--- config.mk ---
export PLATFORM = sky130hd
export DESIGN_NAME = bf5_queue
export DESIGN_NICKNAME = d
export VERILOG_FILES = /design/src/hdl/bf5_pkg.sv /design/src/hdl/bf5_queue.sv
export SDC_FILE = /design/constraint.sdc
export NUM_CORES = 1
export LEC_CHECK = 0
export ABC_AREA = 1
export ABC_CLOCK_PERIOD_IN_PS = 6400
export BUFFER_PORTS_ARGS = -buffer_cell sky130_fd_sc_hd__buf_2
export CORE_MARGIN = 4
export CORE_UTILIZATION = 25
export DETAILED_ROUTE_END_ITERATION = 12
export HOLD_SLACK_MARGIN = 0.06
export MAX_ROUTING_LAYER = met4
export PLACE_DENSITY_LB_ADDON = 0.25
export SYNTH_ARGS = -nofsm -noshare
export SYNTH_HDL_FRONTEND = slang
export SYNTH_SLANG_ARGS = --single-unit
export TNS_END_PERCENT = 30
--- constraint.sdc ---
create_clock -name clk -period 6.4 [get_ports clk]
set_input_delay 1.28 -clock clk [delete_from_list [all_inputs] [get_ports clk]]
set_output_delay 1.28 -clock clk [all_outputs]
set_load 0.05 [all_outputs]
--- src/hdl/bf5_pkg.sv ---
// ----------------------------------------------------------------------------
// bf5_pkg
// shared constants and types for the 5x5 bilateral filter
// ----------------------------------------------------------------------------
`default_nettype none
package bf5_pkg;
  localparam int DIAM = 5;
  localparam int HALF = 2;
  localparam int LINES = DIAM - 1;
  localparam int DEF_MAX_WIDTH = 2048;
  localparam int RANGE_ENTRIES = 256;
  localparam int MAX_HEIGHT = 2048;
  localparam int NUM_W = 41;
  localparam int DEN_W = 21;
  localparam int PIX_W = 8;
  localparam int POS_W = 11;
  localparam int IDX_W = 3;

  localparam logic [IDX_W-1:0] REG_WIDTH  = 3'd0;
  localparam logic [IDX_W-1:0] REG_HEIGHT = 3'd1;
  localparam logic [IDX_W-1:0] REG_SW_D0  = 3'd2;
  localparam logic [IDX_W-1:0] REG_SW_D1  = 3'd3;
  localparam logic [IDX_W-1:0] REG_SW_D2  = 3'd4;
  localparam logic [IDX_W-1:0] REG_SW_D4  = 3'd5;
  localparam logic [IDX_W-1:0] REG_SW_D5  = 3'd6;
  localparam logic [IDX_W-1:0] REG_SW_D8  = 3'd7;

  typedef struct packed {
    logic [PIX_W-1:0] centre;
    logic [POS_W-1:0] row;
    logic [POS_W-1:0] col;
    logic             last;
  } bf5_tag_t;

  typedef struct packed {
    logic [PIX_W*DIAM*DIAM-1:0] win;
    bf5_tag_t                   tag;
  } bf5_job_t;

  function automatic logic [2:0] dist_class(input int dy, input int dx);
    int d2;
    d2 = dy * dy + dx * dx;
    case (d2)
      0: return 3'd0;
      1: return 3'd1;
      2: return 3'd2;
      4: return 3'd3;
      5: return 3'd4;
      default: return 3'd5;
    endcase
  endfunction
endpackage
`default_nettype wire

--- src/hdl/bf5_queue.sv ---
// ----------------------------------------------------------------------------
// bf5_queue
// small fifo between window front end and filter back end
// ----------------------------------------------------------------------------
`default_nettype none
module bf5_queue import bf5_pkg::*; #(
  parameter int DEPTH = 4
) (
  input  wire logic     clk,
  input  wire logic     rst,
  input  wire logic     push,
  input  bf5_job_t      din,
  input  wire logic     pop,
  output logic          not_empty,
  output logic [$clog2(DEPTH+1)-1:0] count,
  output bf5_job_t      dout
);
  localparam int PW = $clog2(DEPTH);
  bf5_job_t mem [DEPTH];
  logic [PW-1:0] wp, rp;

  assign not_empty = count != '0;
  assign dout = mem[rp];

  always_ff @(posedge clk) begin
    if (push) mem[wp] <= din;
  end

  always_ff @(posedge clk) begin
    if (rst) begin
      wp <= '0;
      rp <= '0;
      count <= '0;
    end else begin
      if (push) wp <= (wp == PW'(DEPTH - 1)) ? '0 : wp + PW'(1);
      if (pop) rp <= (rp == PW'(DEPTH - 1)) ? '0 : rp + PW'(1);
      count <= count + (push ? 1'b1 : 1'b0) - (pop ? 1'b1 : 1'b0);
    end
  end
endmodule
`default_nettype wire

Word-level counts from Yosys, hierarchy flattened
Memories as Yosys holds them, arrays and structs flattened. A register that Yosys moved wholly into a read port is not among the register bits. Cells that the tools add are included.

Register bits: 7. Memory bits (writable): 924. Input port bits: 235. Logic and storage cells: 19. Memories kept: 1.

Memories: mem (depth 4, width 231, read ports 1, clocked after memory_dff 1, write ports 1, line bf5_queue.sv:19) `bf5_job_t mem [DEPTH];`.

Add/subtract/negate cells: 4. Eq/ne operators: 2. Muxes and demuxes: 8. Reduce and logical (&&, ||, !) cells: 1.

Operator list (count): 2-bit two-way mux (4); 2-bit by 1-bit adder with 2-bit output (second input constant) (2); 2-bit equality test (second input constant) (2); 1-bit two-way mux (4); 3-bit by 1-bit adder with 3-bit output (1); 3-bit nonzero test (1); 3-bit by 1-bit subtractor with 3-bit output (1).

Longest topological paths before layout
Gate-level depths: netlist (run 1).

Depth after elaboration: 4. Mapped depth: 9.

Worst setup path before layout (run 1)
No wires, ideal clock.

Kind: input port to flip-flop. Start: input port push. End: memory mem[3][0] (netlist bit), enable pin. Setup time: 0.582 ns. Arrival: 5.750 ns. Required time: 5.818 ns. Setup slack: 0.068 ns. Stages: 2. Cell sequence: nand2_1 > inv_1.

Longest elaborated chain between the ends: 2.

Ends and longest elaborated chain: start, declared (line bf5_queue.sv:11) `input wire logic push,`; 1-bit two-way mux (line bf5_queue.sv:26) `if (push) mem[wp] <= din;`; 1-bit two-way mux (not written as such) (line bf5_queue.sv:26); end, declared (line bf5_queue.sv:19).

Every way passes these cells.

==> results of run 1 <==
## stage by stage
step | hold slack (ps) | instance area, um2 | std cells | util
after floorplan | 467.6 | 36710 | 2753 | -
after global placement | 489.0 | 40970 | 5020 | 0.2811
after detailed placement | 491.5 | 40970 | 5020 | 0.2811
after CTS | 504.2 | 44130 | 5209 | 0.3028
after global routing | 547.4 | 44200 | 5237 | 0.3033
final | 486.5 | 44210 | 5238 | 0.3033
## power by group
part	switching (W)	total, W	internal, W
combinational	0.00160	0.00203	0.000425
sequential	0.0000707	0.00708	0.00701
clock	0.00237	0.00559	0.00323
total	0.00404	0.0147	0.0107
## state kept, by name, indices dropped and copies added (netlist names), named ones only
signal,cells
count,3
mem,924
wp,2
rp,2
## area by class of cell
| type | count | area share |
|---|---|---|
| timing repair buffer | 504 | 0.06272 |
| antenna | 29 | 0.001642 |
| inverter | 477 | 0.04118 |
| multi-input combinational | 1189 | 0.1368 |
| clock inverter | 51 | 0.008802 |
| tap | 1917 | 0.05426 |
| clock buffer | 138 | 0.06272 |
| sequential | 933 | 0.6319 |
## routing by layer
metal  wire [um]  vias to the layer above  GRT usage
li1            -                    10572          -
met1       37300                    10310     0.1373
met2       39860                      422     0.1752
met3        6632                      121    0.04320
met4        1830                        0    0.03060
met5           0                        -          -
## worst min path at each step
stage / from / slack [ps] / cells after the start / end
5_1_grt: rp[0]$_SDFFE_PP0P_ / 550 / 2 / rp[0]$_SDFFE_PP0P_
4_1_cts: rp[0]$_SDFFE_PP0P_ / 500 / 2 / flop
3_5_place_dp: rp[0]$_SDFFE_PP0P_ / 490 / 2 / flop
6_report: rp[0]$_SDFFE_PP0P_ / 490 / 2 / flop
3_3_place_gp: rp[0]$_SDFFE_PP0P_ / 490 / 2 / flop
2_1_floorplan: rp[0]$_SDFFE_PP0P_ / 470 / 2 / flop
## cell families (layout without fill, tap and decap cells)
kind of cell	after synthesis	count (layout)
adders and majority gates	8	8
AOI/OAI and AO/OA	699	699
DFF	933	933
and+or+nand+nor	482	482
other	0	29
buffers and inverters	631	1170
## cells in the final DEF, fill, tap and decap left out
cell,synthesis,routed
sky130_fd_sc_hd__edfxtp_1,924,924
sky130_fd_sc_hd__diode_2,0,29
sky130_fd_sc_hd__ha_1,7,7
sky130_fd_sc_hd__buf_2,73,469
sky130_fd_sc_hd__clkbuf_16,0,106
sky130_fd_sc_hd__buf_12,0,13
sky130_fd_sc_hd__o211ai_1,221,221
sky130_fd_sc_hd__nor2_1,9,9
sky130_fd_sc_hd__buf_4,5,22
sky130_fd_sc_hd__a21oi_1,234,234
sky130_fd_sc_hd__clkinv_2,0,14
sky130_fd_sc_hd__o21ai_0,234,234
sky130_fd_sc_hd__clkinv_4,0,1
sky130_fd_sc_hd__dfxtp_4,0,2
sky130_fd_sc_hd__dfxtp_1,9,7
sky130_fd_sc_hd__fa_1,1,1
sky130_fd_sc_hd__clkbuf_1,38,32
sky130_fd_sc_hd__o211ai_2,10,10
sky130_fd_sc_hd__clkinv_1,0,25
sky130_fd_sc_hd__inv_16,0,1
sky130_fd_sc_hd__nand2_1,471,471
sky130_fd_sc_hd__inv_8,0,4
sky130_fd_sc_hd__inv_1,477,473
sky130_fd_sc_hd__clkinvlp_4,0,4
sky130_fd_sc_hd__bufinv_16,0,5
sky130_fd_sc_hd__nand3_1,2,2
sky130_fd_sc_hd__clkinv_8,0,1
## critical path, delay by kind of cell, from the launching register on
family / cells / cell delay, ps
buf+inv: 2 / 1000
flops: 1 / 780
compound gates: 1 / 210
simple gates: 1 / 130
==> Flow_metrics.wiki, run 1 <==
{| class="wikitable"
! Metric !! Value
|-
| Data required time at the worst endpoint || 5120 ps
|-
| Number of clock sinks seen by CTS || 933
|-
| Number of enable-type register cells in the synthesized netlist || 924
|-
| CP endpoint kind || primary output
|-
| Outcome || complete, no violations
|-
| Number of gates given a new drive strength after cts || 0
|-
| Area of the core region || 145,700 um2
|-
| Power density normalized to cell area || 332.6 nW/um2
|-
| Maximum Capacitance Violations || 0
|-
| Primary FF master, synth || sky130_fd_sc_hd__edfxtp_1
|-
| Cell count after synthesis || 2,753
|-
| Final period demand of the worst path || 4304 ps
|-
| Placed wire-length estimate after detailed placement || 51.46 mm
|-
| Peak clock frequency supported by timing || 232.4 MHz
|-
| Logic depth of the worst register-to-register path || 5
|-
| Count of synthesis-stage warnings from yosys || 0
|-
| Endpoint of the most critical setup path || dout[184]
|-
| Detailed-route via count || 21,425
|-
| IO Port Bufs || 469
|-
| Post-layout power || 0.01470 W
|-
| List of cells traversed by the critical path || buf_12 -> o21ai_0 -> nand2_1 -> buf_2
|-
| Largest net degree at the start of global routing || 246
|-
| Combinational family with the most area after synthesis || compound AO/OA/AOI/OAI gates
|-
| TritonCTS buffer count || 104
|-
| Synthesized-area fraction occupied by xor and xnor cells || 0
|-
| Post-placement worst setup slack || 2768 ps
|-
| Area share of and/or/nand/nor cells after synthesis || 0.04935
|-
| Yosys top cell area share || 0.7558
|-
| Number of nets with antenna violations after routing || 0
|-
| Sequential element share of the synthesized area || 0.7607
|-
| Root buffer cell || sky130_fd_sc_hd__clkbuf_16
|-
| Fill cell total of the finished layout || 14,806
|-
| Share of the synthesized area in compound gates (AO/OA/AOI/OAI) || 0.1124
|-
| Final weighted congestion of routability-driven global placement || 0.7218
|-
| Top-level port count || 470
|-
| Multiplexer share of the synthesized area || 0
|-
| Area growth from synthesis to layout || 20.41%
|-
| Initial standard-cell utilization of the core || 0.2519
|-
| FF+latch area || 27,930 um2
|-
| Number of global-route vias before repair || 20,447
|-
| Flip-flop and latch count after synthesis || 933
|-
| Cell taking the most area after synthesis || sky130_fd_sc_hd__edfxtp_1
|-
| Count of final max-slew check failures || 0
|-
| RSZ-0062 raised after global routing || false
|-
| Critical register-to-register path endpoint || mem[0][222]$_DFFE_PP_
|-
| Later-pin clock latency in the skew report || 680 ps
|-
| Number of buffers added for setup after CTS || 0
|-
| Skew final || 15.68 ps
|-
| Post-synthesis share of cell area spent on full adders, half adders and majority gates || 0.002931
|-
| Peak supply drop || 0.2242 mV
|-
| Total number of H-tree levels || 3
|-
| Max transition margin || 0.3647
|-
| First-pass GRT wire length || 127.7 mm
|-
| TritonCTS clock tree || done
|-
| Initial antenna violation count || 29
|-
| Final #Nets || 3,452
|-
| Library cell with the highest instance count after synthesis || sky130_fd_sc_hd__edfxtp_1
|-
| Top cells by instance count after synthesis || 924 x sky130_fd_sc_hd__edfxtp_1, 477 x sky130_fd_sc_hd__inv_1, 471 x sky130_fd_sc_hd__nand2_1
|-
| Synth Net Count || 2,996
|-
| Crit-path slowest cell || sky130_fd_sc_hd__dfxtp_4
|-
| Die width || 391.2 um
|-
| Worst path max stage delay || 780 ps
|-
| Total die area || 153,000 um2
|-
| Congestion Overflow GR || 0
|-
| Leakage || 16.67 nW
|-
| Vias per std cell || 4.090
|-
| CP Launch Type || flop
|-
| Arrival time reported for the critical path endpoint || 3020 ps
|-
| Share of post-route cells with drive strength above 1 || 0.1981
|-
| Number of library cell types mapped by synthesis || 17
|-
| Worst setup slack for register-to-register paths || 4010 ps
|-
| Origin of the critical flop-to-flop path || wp[0]$_SDFFE_PP0P_
|-
| Pin slew with the least headroom to its limit || 952.9 ps
|-
| Portion of the clock cycle consumed by the worst path in the final layout || 0.6724
|-
| Final Hold Vio Count || 0
|-
| Area used by multi-input combinational logic || 6046 um2
|-
| Average wire per cell in the routed design || 16.35 um
|-
| Detailed router's first-iteration violation count || 931
|-
| Maximum count of clock buffers along a single path || 3
|-
| Total DRC errors in the routed layout || 0
|-
| Sum of negative setup slack || 0 ps
|-
| Global router's overall resource usage || 0.1127
|-
| Largest cells by area after synthesis || sky130_fd_sc_hd__edfxtp_1 76%, sky130_fd_sc_hd__inv_1 4.9%, sky130_fd_sc_hd__nand2_1 4.8%
|-
| Cts-stage hold buffer count || 0
|-
| Mapped Area || 36,710 um2
|-
| Crit path setup slack, layout || 2096 ps
|-
| Setup Crit Path Kind || reg -> out
|-
| Std cell rows || 140
|-
| DR pass1 iterations || 5
|-
| Final setup violating endpoints || 0
|-
| Crit-path max FO || 245
|-
| Fraction of registers with async set or reset after synthesis || 0
|-
| Class of the tightest hold or removal check || reg -> reg
|-
| Avg Inst Size Synth || 13.34 um2
|-
| Detailed-route wire length || 85.63 mm
|-
| Clock-pin slew on the worst setup and hold paths || 60 ps
|-
| DIE HEIGHT || 391.2 um
|}
Power figures use the tool's default switching activity.
==> run 2, diff against run 1 <==
--- a/config.mk
+++ b/config.mk
@@ -6,7 +6,7 @@
 export NUM_CORES = 1
 export LEC_CHECK = 0
 export ABC_AREA = 1
-export ABC_CLOCK_PERIOD_IN_PS = 6400
+export ABC_CLOCK_PERIOD_IN_PS = 4270
 export BUFFER_PORTS_ARGS = -buffer_cell sky130_fd_sc_hd__buf_2
 export CORE_MARGIN = 4
 export CORE_UTILIZATION = 25
==> constraint.sdc (replaced) <==
create_clock -name clk -period 4.27 [get_ports clk]
set_input_delay 0.854 -clock clk [delete_from_list [all_inputs] [get_ports clk]]
set_output_delay 0.854 -clock clk [all_outputs]
set_load 0.05 [all_outputs]
==> run 2 against run 1 <==
  * Core utilization increased by 0.20 points
  * Via count increased by 0.28%
  * Sequential share of layout area decreased by 0.41 points
  * Total power increased by 52%
  * First-iteration DRC count increased by 15%
  * Clock-buffer cell count decreased by 8
==> Flow_metrics.wiki, run 2 (same netlist as run 1, synthesis figures left out) <==
{| class="wikitable"
! Metric !! Value
|-
| Outcome || complete, no violations
|-
| Number of nets with antenna violations after routing || 0 (unchanged)
|-
| Final weighted congestion of routability-driven global placement || 0.7158 (-0.83%)
|-
| IO Port Bufs || 469 (unchanged)
|-
| Area growth from synthesis to layout || 21.19%
|-
| Vias per std cell || 4.104 (+0.33%)
|-
| Congestion Overflow GR || 0 (unchanged)
|-
| Detailed-route wire length || 86.14 mm (+0.60%)
|-
| First-pass GRT wire length || 128.7 mm (+0.80%)
|-
| Data required time at the worst endpoint || 3420 ps (-1700 ps)
|-
| Maximum count of clock buffers along a single path || 3 (unchanged)
|-
| Number of buffers added for setup after CTS || 0 (unchanged)
|-
| Global router's overall resource usage || 0.1134 (+0.0007051)
|-
| Top register by number of flip-flops || mem
|-
| DR pass1 iterations || 5 (unchanged)
|-
| Number of gates given a new drive strength after cts || 0 (unchanged)
|-
| Final #Nets || 3,450 (-0.058%)
|-
| Leakage || 16.77 nW (+0.57%)
|-
| Crit-path max FO || 49 (-80%)
|-
| Total die area || 153,000 um2 (unchanged)
|-
| Number of clock sinks seen by CTS || 933 (unchanged)
|-
| Max reg flops || 924 (unchanged)
|-
| Class of the tightest hold or removal check || in -> reg
|-
| TritonCTS buffer count || 104 (unchanged)
|-
| Total DRC errors in the routed layout || 0 (unchanged)
|-
| Detailed-route via count || 21,484 (+0.28%)
|-
| Later-pin clock latency in the skew report || 690 ps (about the same)
|-
| Most common library cell in the layout ignoring fill and taps || sky130_fd_sc_hd__edfxtp_1
|-
| Initial standard-cell utilization of the core || 0.2519 (unchanged)
|-
| Part of the total power dissipated in combinational logic || 0.137 (about the same)
|-
| Average wire per cell in the routed design || 16.45 um (+0.66%)
|-
| Sw Ratio || 0.2750 (about the same)
|-
| Initial antenna violation count || 27 (-6.9%)
|-
| Clock power frac || 0.390 (+0.009)
|-
| Power density normalized to cell area || 503.9 nW/um2 (+51%)
|-
| Placed wire-length estimate after detailed placement || 51.52 mm (+0.12%)
|-
| Final Hold Vio Count || 0 (unchanged)
|-
| RSZ-0062 raised after global routing || false
|-
| Clock-pin slew on the worst setup and hold paths || 60 ps (about the same)
|-
| Register share of total power || 0.473 (-0.008)
|-
| Area of the core region || 145,700 um2 (unchanged)
|-
| Sw Pwr || 0.006166 W (+53%)
|-
| Cts-stage hold buffer count || 0 (unchanged)
|-
| Count of final max-slew check failures || 0 (unchanged)
|-
| TritonCTS clock tree || done
|-
| Internal power component || 0.01625 W (+52%)
|-
| Root buffer cell || sky130_fd_sc_hd__clkbuf_16
|-
| Detailed router's first-iteration violation count || 1,067 (+15%)
|-
| Portion of the clock cycle consumed by the worst path in the final layout || 0.8359
|-
| Die width || 391.2 um (unchanged)
|-
| Worst Hold Margin || 357.1 ps (-129.4 ps)
|-
| Share of post-route cells with drive strength above 1 || 0.2019 (+0.003826)
|-
| CP endpoint kind || primary output
|-
| Maximum Capacitance Violations || 0 (unchanged)
|-
| Final setup violating endpoints || 0 (unchanged)
|-
| Largest net degree at the start of global routing || 248 (+0.81%)
|-
| Max transition margin || 0.2787 (-0.08602)
|-
| Arrival time reported for the critical path endpoint || 2720 ps (-300 ps)
|-
| Skew final || 36.01 ps (+20.32 ps)
|-
| Setup Crit Path Kind || reg -> out
|-
| Top library cells by usage in the layout, fill and taps aside || 924 x sky130_fd_sc_hd__edfxtp_1, 473 x sky130_fd_sc_hd__inv_1, 469 x sky130_fd_sc_hd__buf_2, 467 x sky130_fd_sc_hd__nand2_1
|-
| Peak supply drop || 0.3833 mV (+71%)
|-
| Pin slew with the least headroom to its limit || 1082 ps (+129.0 ps)
|-
| Registers with the most flip-flops || mem: 924 flops, count: 3 flops
|-
| Number of global-route vias before repair || 20,570 (+0.60%)
|-
| Top-level port count || 470 (unchanged)
|-
| Peak clock frequency supported by timing || 280.2 MHz
|-
| Total number of H-tree levels || 3 (unchanged)
|-
| DIE HEIGHT || 391.2 um (unchanged)
|-
| Std cell rows || 140 (unchanged)
|-
| CP Launch Type || flop
|-
| Post-layout utilization of the core || 0.3053 (+0.001966)
|-
| Final period demand of the worst path || 3569 ps
|}
[run 2: cell types whose count changed in the layout (fill, tap and decap cells not counted), sizes merged]
cell,before,now
buf,504,502
bufinv,5,10
clkbuf,138,130
clkinv,41,46
diode,29,24
inv,478,480
[run 2: path summary, 6_finish.rpt]
kind / start / end / slack (ps) / depth (start not counted)
max: flop / dout[222] / 700 / 4
min: din[155] / mem[0][155]$_DFFE_PP_ / 360 / 1
max reg2reg: wp[1]$_SDFFE_PP0P_ / mem[1][133]$_DFFE_PP_ / 2180 / 5
min reg2reg: rp[0]$_SDFFE_PP0P_ / flop / 510 / 2
[run 2: cell type report]
class / instances / area [um2]
Antenna cell: 24 / 60.06
Clock buffer: 130 / 2700
Clock inverter: 63 / 638.1
Fill cell: 14739 / 101200
Inverter: 477 / 1805
Multi-Input combinational cell: 1189 / 6111
Sequential cell: 933 / 27930
Tap cell: 1917 / 2399
Timing Repair Buffer: 502 / 2845
[run 2: worst max-delay path, cell delays in order, from the launching register on]
cell,delay [ps]
sky130_fd_sc_hd__dfxtp_4,780
sky130_fd_sc_hd__buf_4,600
sky130_fd_sc_hd__o211ai_1,180
sky130_fd_sc_hd__nand2_1,120
sky130_fd_sc_hd__buf_2,290
[run 2: per-layer routing]
layer / routed length, um / vias to the layer above / global-route usage
met3: 5643 / 156 / 0.03614
met5: 0 / - / -
met1: 36210 / 10330 / 0.1338
met4: 2399 / 0 / 0.03726
met2: 41890 / 426 / 0.1839
li1: - / 10572 / -
[run 2: power groups by stage]
stage               clock network (W)  registers (W)  logic (W)
floorplan                           0         0.0108    0.00217
global placement                    0         0.0108    0.00315
detailed placement                  0         0.0108    0.00315
CTS                           0.00909         0.0106    0.00316
global route                  0.00947         0.0106    0.00333
finish                        0.00875         0.0106    0.00308
[run 2: stage by stage]
step	std cells	setup TNS (ps)	instance area [um2]	power (W)	worst slack, ps
after detailed placement	5018	0	41090	0.01394	1320
after global routing	5232	0	44490	0.02343	408.0
after floorplan	2753	-418250	36790	0.01301	-453.7
final	5235	0	44490	0.02242	700.9
after global placement	5018	0	41090	0.01393	1338
after CTS	5211	0	44430	0.02285	480.8
==> run 3, diff against run 2 <==
--- a/config.mk
+++ b/config.mk
@@ -6,7 +6,7 @@
 export NUM_CORES = 1
 export LEC_CHECK = 0
 export ABC_AREA = 1
-export ABC_CLOCK_PERIOD_IN_PS = 4270
+export ABC_CLOCK_PERIOD_IN_PS = 3700
 export BUFFER_PORTS_ARGS = -buffer_cell sky130_fd_sc_hd__buf_2
 export CORE_MARGIN = 4
 export CORE_UTILIZATION = 25
==> constraint.sdc (replaced) <==
create_clock -name clk -period 3.7 [get_ports clk]
set_input_delay 0.74 -clock clk [delete_from_list [all_inputs] [get_ports clk]]
set_output_delay 0.74 -clock clk [all_outputs]
set_load 0.05 [all_outputs]
==> run 3 against run 2 <==
  * Critical path depth increased by 1
  * Clock power rose by 20%
  * Core utilization increased by 0.41 points
  * Critical path type unchanged
  * Largest power group unchanged
==> Flow_metrics.wiki, run 3 (same netlist as run 1, synthesis figures left out) <==
{| class="wikitable"
! Metric !! Value
|-
| Number of clock sinks seen by CTS || 933 (unchanged)
|-
| Vias per std cell || 4.096 (-0.20%)
|-
| Post-layout power || 0.02634 W (+17%)
|-
| Detailed-route wire length || 85.61 mm (-0.61%)
|-
| Peak supply drop || 0.4041 mV (+5.4%)
|-
| Largest net degree at the start of global routing || 130 (-48%)
|-
| Setup Crit Path Kind || reg -> out
|-
| Number of nets with antenna violations after routing || 0 (unchanged)
|-
| Top library cells by usage in the layout, fill and taps aside || 924 x sky130_fd_sc_hd__edfxtp_1, 473 x sky130_fd_sc_hd__inv_1, 469 x sky130_fd_sc_hd__buf_2, 467 x sky130_fd_sc_hd__nand2_1
|-
| Std cell rows || 140 (unchanged)
|-
| DIE HEIGHT || 391.2 um (unchanged)
|-
| Placed wire-length estimate after detailed placement || 53.03 mm (+2.9%)
|-
| Origin of the critical flop-to-flop path || wp[0]$_SDFFE_PP0P_
|-
| Data required time at the worst endpoint || 2960 ps (-460 ps)
|-
| List of cells traversed by the critical path || buf_12 -> buf_12 -> o211ai_1 -> nand2_1 -> buf_2
|-
| Total die area || 153,000 um2 (unchanged)
|-
| Fill cell total of the finished layout || 14,599 (-0.95%)
|-
| Most common library cell in the layout ignoring fill and taps || sky130_fd_sc_hd__edfxtp_1
|-
| Skew final || 25.77 ps (-10.24 ps)
|-
| CP endpoint kind || primary output
|-
| Root buffer cell || sky130_fd_sc_hd__clkbuf_16
|-
| Final Hold Vio Count || 0 (unchanged)
|-
| First-pass GRT wire length || 128.2 mm (-0.40%)
|-
| TritonCTS clock tree || done
|-
| Number of global-route vias before repair || 20,848 (+1.4%)
|-
| Critical register-to-register path endpoint || mem[0][137]$_DFFE_PP_
|-
| Clock-pin slew on the worst setup and hold paths || 60 ps (about the same)
|-
| Pin slew with the least headroom to its limit || 696.5 ps (-385.4 ps)
|-
| Total DRC errors in the routed layout || 0 (unchanged)
|-
| Maximum Capacitance Violations || 0 (unchanged)
|-
| IO Port Bufs || 469 (unchanged)
|-
| Final setup violating endpoints || 0 (unchanged)
|-
| Logic depth of the worst register-to-register path || 6 (+1)
|-
| Registers with the most flip-flops || mem: 924 flops, count: 3 flops
|-
| Detailed router's first-iteration violation count || 1,040 (-2.5%)
|-
| Worst path max stage delay || 780 ps (about the same)
|-
| Area growth from synthesis to layout || 22.83%
|-
| Max reg flops || 924 (unchanged)
|-
| Detailed-routing wirelength on met1 || 36.08 mm (-0.35%)
|-
| Total length of routed met3 wires || 6.209 mm (+10%)
|-
| Outcome || complete, no violations
|-
| Cell repeated most along the worst path || sky130_fd_sc_hd__buf_12
|-
| Post-layout utilization of the core || 0.3094 (+0.004147)
|-
| Cts-stage hold buffer count || 0 (unchanged)
|-
| Peak clock frequency supported by timing || 300.4 MHz
|-
| Area of the core region || 145,700 um2 (unchanged)
|-
| Final design instance area without fill || 45,100 um2 (+1.4%)
|-
| Max transition margin || 0.5357 (+0.2569)
|-
| Leakage || 17.03 nW (+1.6%)
|-
| Global router's overall resource usage || 0.1127 (-0.0007101)
|-
| Initial antenna violation count || 36 (+33%)
|-
| Highest routing layer actually used || met4
|-
| Congestion Overflow GR || 0 (unchanged)
|-
| Maximum count of clock buffers along a single path || 3 (unchanged)
|-
| Final #Nets || 3,478 (+0.81%)
|-
| Class of the tightest hold or removal check || in -> reg
|-
| Later-pin clock latency in the skew report || 700 ps (about the same)
|-
| Non-filler instance count after layout || 5,271 (+0.69%)
|-
| Crit-path slowest cell || sky130_fd_sc_hd__dfxtp_4
|-
| Placed insts || 5,043 (+0.50%)
|-
| Crit-path max FO || 64 (+31%)
|-
| Post-detailed-placement cell area || 41,480 um2 (+0.94%)
|-
| Power density normalized to cell area || 584.1 nW/um2 (+16%)
|-
| Top-level port count || 470 (unchanged)
|-
| Worst setup slack for register-to-register paths || 1560 ps (-620 ps)
|-
| Average wire per cell in the routed design || 16.24 um (-1.3%)
|-
| CP Launch Type || flop
|-
| Die width || 391.2 um (unchanged)
|-
| Endpoint of the most critical setup path || dout[144]
|-
| Top register by number of flip-flops || mem
|-
| Count of final max-slew check failures || 0 (unchanged)
|-
| Initial standard-cell utilization of the core || 0.2519 (unchanged)
|-
| RSZ-0062 raised after global routing || false
|-
| Detailed-route via count || 21,589 (+0.49%)
|-
| Number of gates given a new drive strength after cts || 0 (unchanged)
|-
| Final period demand of the worst path || 3329 ps
|-
| Portion of the clock cycle consumed by the worst path in the final layout || 0.8997
|-
| Total number of H-tree levels || 3 (unchanged)
|-
| Share of post-route cells with drive strength above 1 || 0.2108 (+0.008898)
|-
| DR pass1 iterations || 5 (unchanged)
|-
| WL met2 || 41.00 mm (-2.1%)
|-
| TritonCTS buffer count || 107 (+2.9%)
|-
| Arrival time reported for the critical path endpoint || 2590 ps (-130 ps)
|-
| Final weighted congestion of routability-driven global placement || 0.7286 (+1.8%)
|-
| Number of buffers added for setup after CTS || 0 (unchanged)
|}
-- run 3: how the worst min path moves through the flow --
stage	start	cells after the start	slack (ps)	endpoint
after detailed placement	rp[0]$_SDFFE_PP0P_	2	500	flop
after global placement	rp[0]$_SDFFE_PP0P_	2	490	flop
after floorplan	rp[0]$_SDFFE_PP0P_	2	470	flop
after CTS	din[119]	1	130	mem[1][119]$_DFFE_PP_
final	din[119]	1	230	mem[1][119]$_DFFE_PP_
after global routing	din[220]	1	170	mem[2][220]$_DFFE_PP_
-- run 3: metrics by stage --
stage,setup slack (ps),hold WS (ps),setup TNS (ps)
detailed placement,1048,499.8,0
finish,371.3,228.5,0
CTS,238.9,133.3,0
floorplan,-909.7,467.6,-839590
global placement,1065,491.5,0
global route,128.8,169.7,0
-- run 3: final cells by class --
type / instances / area, um2 / share of cell area
clock buffers: 130 / 2785 / 0.06176
repair buffers: 527 / 3233 / 0.07169
multi-input cells: 1189 / 6111 / 0.1355
inverters: 477 / 1805 / 0.04004
clock inverters: 65 / 747.0 / 0.01656
diodes: 33 / 82.58 / 0.001831
well taps: 1917 / 2399 / 0.05319
flip-flops and latches: 933 / 27930 / 0.6194
-- run 3: layer usage --
layer  vias to the layer above  GRT usage
li1                      10669          -
met1                     10330     0.1324
met2                       432     0.1815
met3                       158    0.04003
met4                         0    0.03461
met5                         -          -
-- run 3: worst max-delay path, delay by kind of cell (launching register included) --
| kind | cells | cell delay, ps |
|---|---|---|
| buffers and inverters | 3 | 790 |
| AO/OA/AOI/OAI | 1 | 130 |
| AND/OR/NAND/NOR | 1 | 130 |
| flip-flops | 1 | 780 |
-- run 3: where the power goes --
part           leakage, nW  internal, W  switching, W  total (W)
logic                 6.76     0.000803       0.00280    0.00361
clock network         1.71      0.00621       0.00430     0.0105
registers             8.56       0.0121      0.000105     0.0122
total                 17.0       0.0191       0.00721     0.0263
